`src/rtl/qte_pkg.sv`:
```
// qte_pkg: shared constants, types and helpers of the quaternion to euler block
// used by qte_cordic and quaternion_to_euler_angles
// no dependencies
`timescale 1ns / 1ps
`default_nettype none

package qte_pkg;

	// cordic arctangent table, atan(2^-i) with 2^32 = 2pi
	localparam int ATAN_LEN = 24;
	localparam logic [31:0] ATAN_TAB [ATAN_LEN] = '{
		32'd536870912, 32'd316933406, 32'd167458907, 32'd85004756,
		32'd42667331,  32'd21354465,  32'd10679838,  32'd5340245,
		32'd2670163,   32'd1335087,   32'd667544,    32'd333772,
		32'd166886,    32'd83443,     32'd41722,     32'd20861,
		32'd10430,     32'd5215,      32'd2608,      32'd1304,
		32'd652,       32'd326,       32'd163,       32'd81
	};

	// datapath width of the cordic operands
	localparam int CW = 36;

	// square root result bits (root of a value up to 2^60)
	localparam int SQRT_BITS = 31;

	localparam logic [14:0] THRESH_RESET = 15'd16381;
	localparam logic signed [15:0] ANG_NORTH = 16'sh4000;
	localparam logic signed [15:0] ANG_SOUTH = -16'sh4000;

	typedef enum logic [1:0] {
		POLE_NONE  = 2'd0,
		POLE_NORTH = 2'd1,
		POLE_SOUTH = 2'd2
	} pole_t;

	// 32 bit binary angle to 16 bits, round half up with wrap
	function automatic logic [15:0] round16(input logic [31:0] a);
		logic [31:0] r;
		r = a + 32'h0000_8000;
		return r[31:16];
	endfunction

endpackage

`default_nettype wire

```
`src/rtl/qte_cordic.sv`:
```
// qte_cordic: pipelined vectoring cordic, atan2(y, x) as a 32 bit binary angle
// one prep stage and one register stage per iteration; uses qte_pkg
`timescale 1ns / 1ps
`default_nettype none

module qte_cordic import qte_pkg::*; #(
	parameter int STAGES = 16,
	parameter int W = 36
) (
	input  wire                 clk,
	input  wire                 en,
	input  wire signed [W-1:0]  y_in,
	input  wire signed [W-1:0]  x_in,
	output logic [31:0]         angle
);

	logic signed [W-1:0] x_s [STAGES+1];
	logic signed [W-1:0] y_s [STAGES+1];
	logic [31:0]         a_s [STAGES+1];
	logic                z_s [STAGES+1];

	// prep: fold left half plane onto the right, note the all zero case
	always_ff @(posedge clk) begin
		if (en) begin
			z_s[0] <= (x_in == '0) && (y_in == '0);
			if (x_in[W-1]) begin
				x_s[0] <= -x_in;
				y_s[0] <= -y_in;
				a_s[0] <= 32'h8000_0000;
			end else begin
				x_s[0] <= x_in;
				y_s[0] <= y_in;
				a_s[0] <= 32'd0;
			end
		end
	end

	for (genvar i = 0; i < STAGES; i++) begin : g_iter
		always_ff @(posedge clk) begin
			if (en) begin
				z_s[i+1] <= z_s[i];
				if (!y_s[i][W-1]) begin
					x_s[i+1] <= x_s[i] + (y_s[i] >>> i);
					y_s[i+1] <= y_s[i] - (x_s[i] >>> i);
					a_s[i+1] <= a_s[i] + ATAN_TAB[i];
				end else begin
					x_s[i+1] <= x_s[i] - (y_s[i] >>> i);
					y_s[i+1] <= y_s[i] + (x_s[i] >>> i);
					a_s[i+1] <= a_s[i] - ATAN_TAB[i];
				end
			end
		end
	end

	assign angle = z_s[STAGES] ? 32'd0 : a_s[STAGES];

endmodule

`default_nettype wire

```
`config.mk`:
```
export PLATFORM = sky130hd
export DESIGN_NAME = qte_cordic
export DESIGN_NICKNAME = d
export VERILOG_FILES = /design/src/rtl/qte_pkg.sv /design/src/rtl/qte_cordic.sv
export SDC_FILE = /design/constraint.sdc
export NUM_CORES = 2
export LEC_CHECK = 0
export ABC_CLOCK_PERIOD_IN_PS = 6300
export BUFFER_PORTS_ARGS = -buffer_cell sky130_fd_sc_hd__buf_2
export CAP_MARGIN = 15
export CORE_UTILIZATION = 65
export DETAILED_ROUTE_END_ITERATION = 8
export PLACE_DENSITY = 0.82
export SKIP_CTS_REPAIR_TIMING = 1
export SLEW_MARGIN = 10
export SYNTH_ARGS = -nofsm -noshare
export SYNTH_HDL_FRONTEND = slang
export SYNTH_SLANG_ARGS = --single-unit
```
`constraint.sdc`:
```
create_clock -name clk -period 6.3 [get_ports clk]
set_input_delay 0.945 -clock clk [delete_from_list [all_inputs] [get_ports clk]]
set_output_delay 0.945 -clock clk [all_outputs]
set_load 0.005 [all_outputs]
```
==> impl_metrics.tcl <==
set metrics [dict create \
    core_area_mm2 0.200 \
    r2r_cells 19 \
    layout-drive-gt1-share_pct 4.34 \
    cts_buffers 169 \
    filler_cell_count 14900 \
    synth_top_family_by_area "compound AO/OA/AOI/OAI gates" \
    ys_seq_elements 1523 \
    finalHoldViolations 0 \
    max_stage_delay_ps 520 \
    violations "DRC" \
    h-tree-depth 4 \
    yosysSeqAreaShare_pct 34.9 \
    cts_buffer_depth 3 \
    cp.required_ps 6880 \
    status "finished with violations" \
    fp.dieH_um 451 \
    overflow 0 \
    synth_area_per_cell_um2 9.48 \
    cp.depth 19 \
    grt_pass1_wl_mm 568 \
    gp_congestion 1.01 \
    tightest_slew_ps 1120 \
    netlist_instances 13800 \
    syn-num-nets 15400 \
    area_delta_synth_final_pct 7.38 \
    drtIter0Drc 10100 \
    final.setup.tns_ps 0 \
    routed-via-count 109000 \
    fin_nets 15500 \
    period_share_pct 91.2 \
    die_area_mm2 0.203 \
    start_util_pct 65.5 \
    first_pass_iters 9 \
    yosysWarnings 0 \
    crit_buf_inv 0 \
    finClkSkew_ps 36.5 \
    synth_xor_area_share_pct 13.6 \
    grt_max_degree 168 \
    rows 164 \
    finalWirelength_mm 366 \
    wl_per_cell_um 21.9 \
    synthMuxAreaShare_pct 0.479 \
    yosysTopAreaCellShare_pct 34.9 \
    synth_cell_types 98 \
    hold_class "in -> reg" \
    instances_no_fill 16700 \
    slew_viol_final 0 \
    critical_path_class "reg -> reg" \
    crit_fanout 6 \
    critPathLaunchType "flip-flop" \
    synthSimpleGateAreaFrac_pct 13.0 \
    placed_cells 16400 \
    synth_edf_count 1523 \
    synth.most_common_cell "edfxtp_1" \
    grt_pass1_vias 105000 \
    synthFlopType "edfxtp_1" \
    hold_depth 1 \
    routed_via_density 6.49 \
    utilization_pct 70.3 \
    clkSinkCount 1523 \
    slew_headroom_pct 25.5 \
    maxCapViolCount 0 \
    synthArstFlopShare_pct 0 \
    finalSetupViolations 0 \
    crit_family "compound AO/OA/AOI/OAI gates" \
    dieWidth_um 451 \
    ios 106 \
    crit_slowest_cell "or4b_1" \
    synth_compound_area_share_pct 20.7 \
    cts_tree "built" \
    synthTopCellsByCount "1523 x edfxtp_1, 1487 x ha_1, 1407 x a21oi_1" \
    rsz0062_at_grt "false" \
    antenna_left 0 \
    cts_root_buf "clkbuf_16" \
    crit_arrival_ps 6320 \
    dp_hpwl_mm 286 \
    synth_fa_ha_area_share_pct 14.8 \
    endpoint_kind "flip-flop" \
    antenna_found_initial 8 \
    maxClockFrequency_mhz 174 \
    synthTopCellsByArea "edfxtp_1 35%, ha_1 14%, xnor2_1 8.7%" \
    drcViolationCount 17 \
    port_buffers 104 \
    syn_area_mm2 0.131 \
    synth_area_leader_cell "edfxtp_1" \
    worstPathCellList "or3_1 -> or3_1 -> nor2_1 -> or4b_1 -> o21ai_0 -> xnor2_1 -> ha_1 -> a21o_1 -> a21o_1 -> a221o_1 -> a21o_1 -> a21o_1 -> or3_1 -> o211ai_1 -> o21ai_1 -> o31ai_1 -> o21bai_1 -> a21oi_1 -> xnor2_1" \
    grt_usage_pct 34.7 \
    layout_min_cycle_time_ps 5750 \
    path_clk_slew_ps 70 \
    clk_latency_ps 850 \
    crit_top_cell "a21o_1" \
]
## cells in the final DEF (no fill, tap or decap), types with 199 or more instances in the layout
cell and count:
a21o_1 639, a21oi_1 1407, edfxtp_1 1523, ha_1 1487, inv_1 584, nand2_1 789
nand2b_1 258, nand3_1 211, nor2_1 1027, nor2b_1 251, nor3_1 281, o21a_1 199
o21ai_0 882, o21bai_1 213, xnor2_1 1308, xor2_1 720
## state kept, by name, indices dropped and copies added (netlist names)
| name | count |
|---|---|
| a_s | 440 |
| x_s | 526 |
| y_s | 540 |
| z_s | 17 |
## layer usage
metal | global-route usage [%] | up-vias | routed length [µm]
li1 | - | 51300 | -
met1 | 43.0 | 51800 | 146000
met2 | 59.0 | 4417 | 176000
met3 | 4.67 | 1061 | 23200
met4 | 18.0 | 6 | 20300
met5 | 0 | - | 52
## worst register-to-register path: stages (launching register included)
cell,delay (ps)
edfxtp_1,500
or3_1,420
or3_1,390
nor2_1,170
or4b_1,520
o21ai_0,220
xnor2_1,160
ha_1,350
a21o_1,200
a21o_1,200
a221o_1,370
a21o_1,180
a21o_1,180
or3_1,340
o211ai_1,290
o21ai_1,160
o31ai_1,490
o21bai_1,110
a21oi_1,190
xnor2_1,80
## path summary, 6_finish.rpt
check                  startpoint  slack, ps                   end
min reg2reg   z_s[0][4]$_DFFE_PP_        420   z_s[0][5]$_DFFE_PP_
max          x_s[6][10]$_DFFE_PP_        550  y_s[7][35]$_DFFE_PP_
min                       y_in[0]        330   y_s[0][0]$_DFFE_PP_
max reg2reg  x_s[6][10]$_DFFE_PP_        550  y_s[7][35]$_DFFE_PP_
## layout make-up
type	count	area [µm²]	area share, %
clock inverters	122	1690	1.20
well taps	2656	3320	2.36
flip-flops and latches	1523	45700	32.5
multi-input cells	11400	82000	58.3
diodes	2	5.00	0.00356
repair buffers	203	1340	0.950
clock buffers	194	4340	3.09
inverters	599	2250	1.60
## stage by stage
step | cell area (µm²) | hold slack [ps] | setup slack, ps
after floorplan | 131000 | 400 | 627
after global placement | 135000 | 401 | 493
after detailed placement | 135000 | 406 | 353
after CTS | 141000 | 286 | 658
after global routing | 141000 | 295 | 295
final | 141000 | 329 | 553
## cells by family after synthesis
family	after synthesis
AND/OR/NAND/NOR	3507
AO/OA/AOI/OAI	4300
other	1
flip-flops	1523
adder cells (fa/ha/maj)	1527
buffers and inverters	872
XOR/XNOR	2029
multiplexers	60
Power is not shown: default switching activity piles up to over one toggle a cycle in this logic, so the estimate is an artifact.
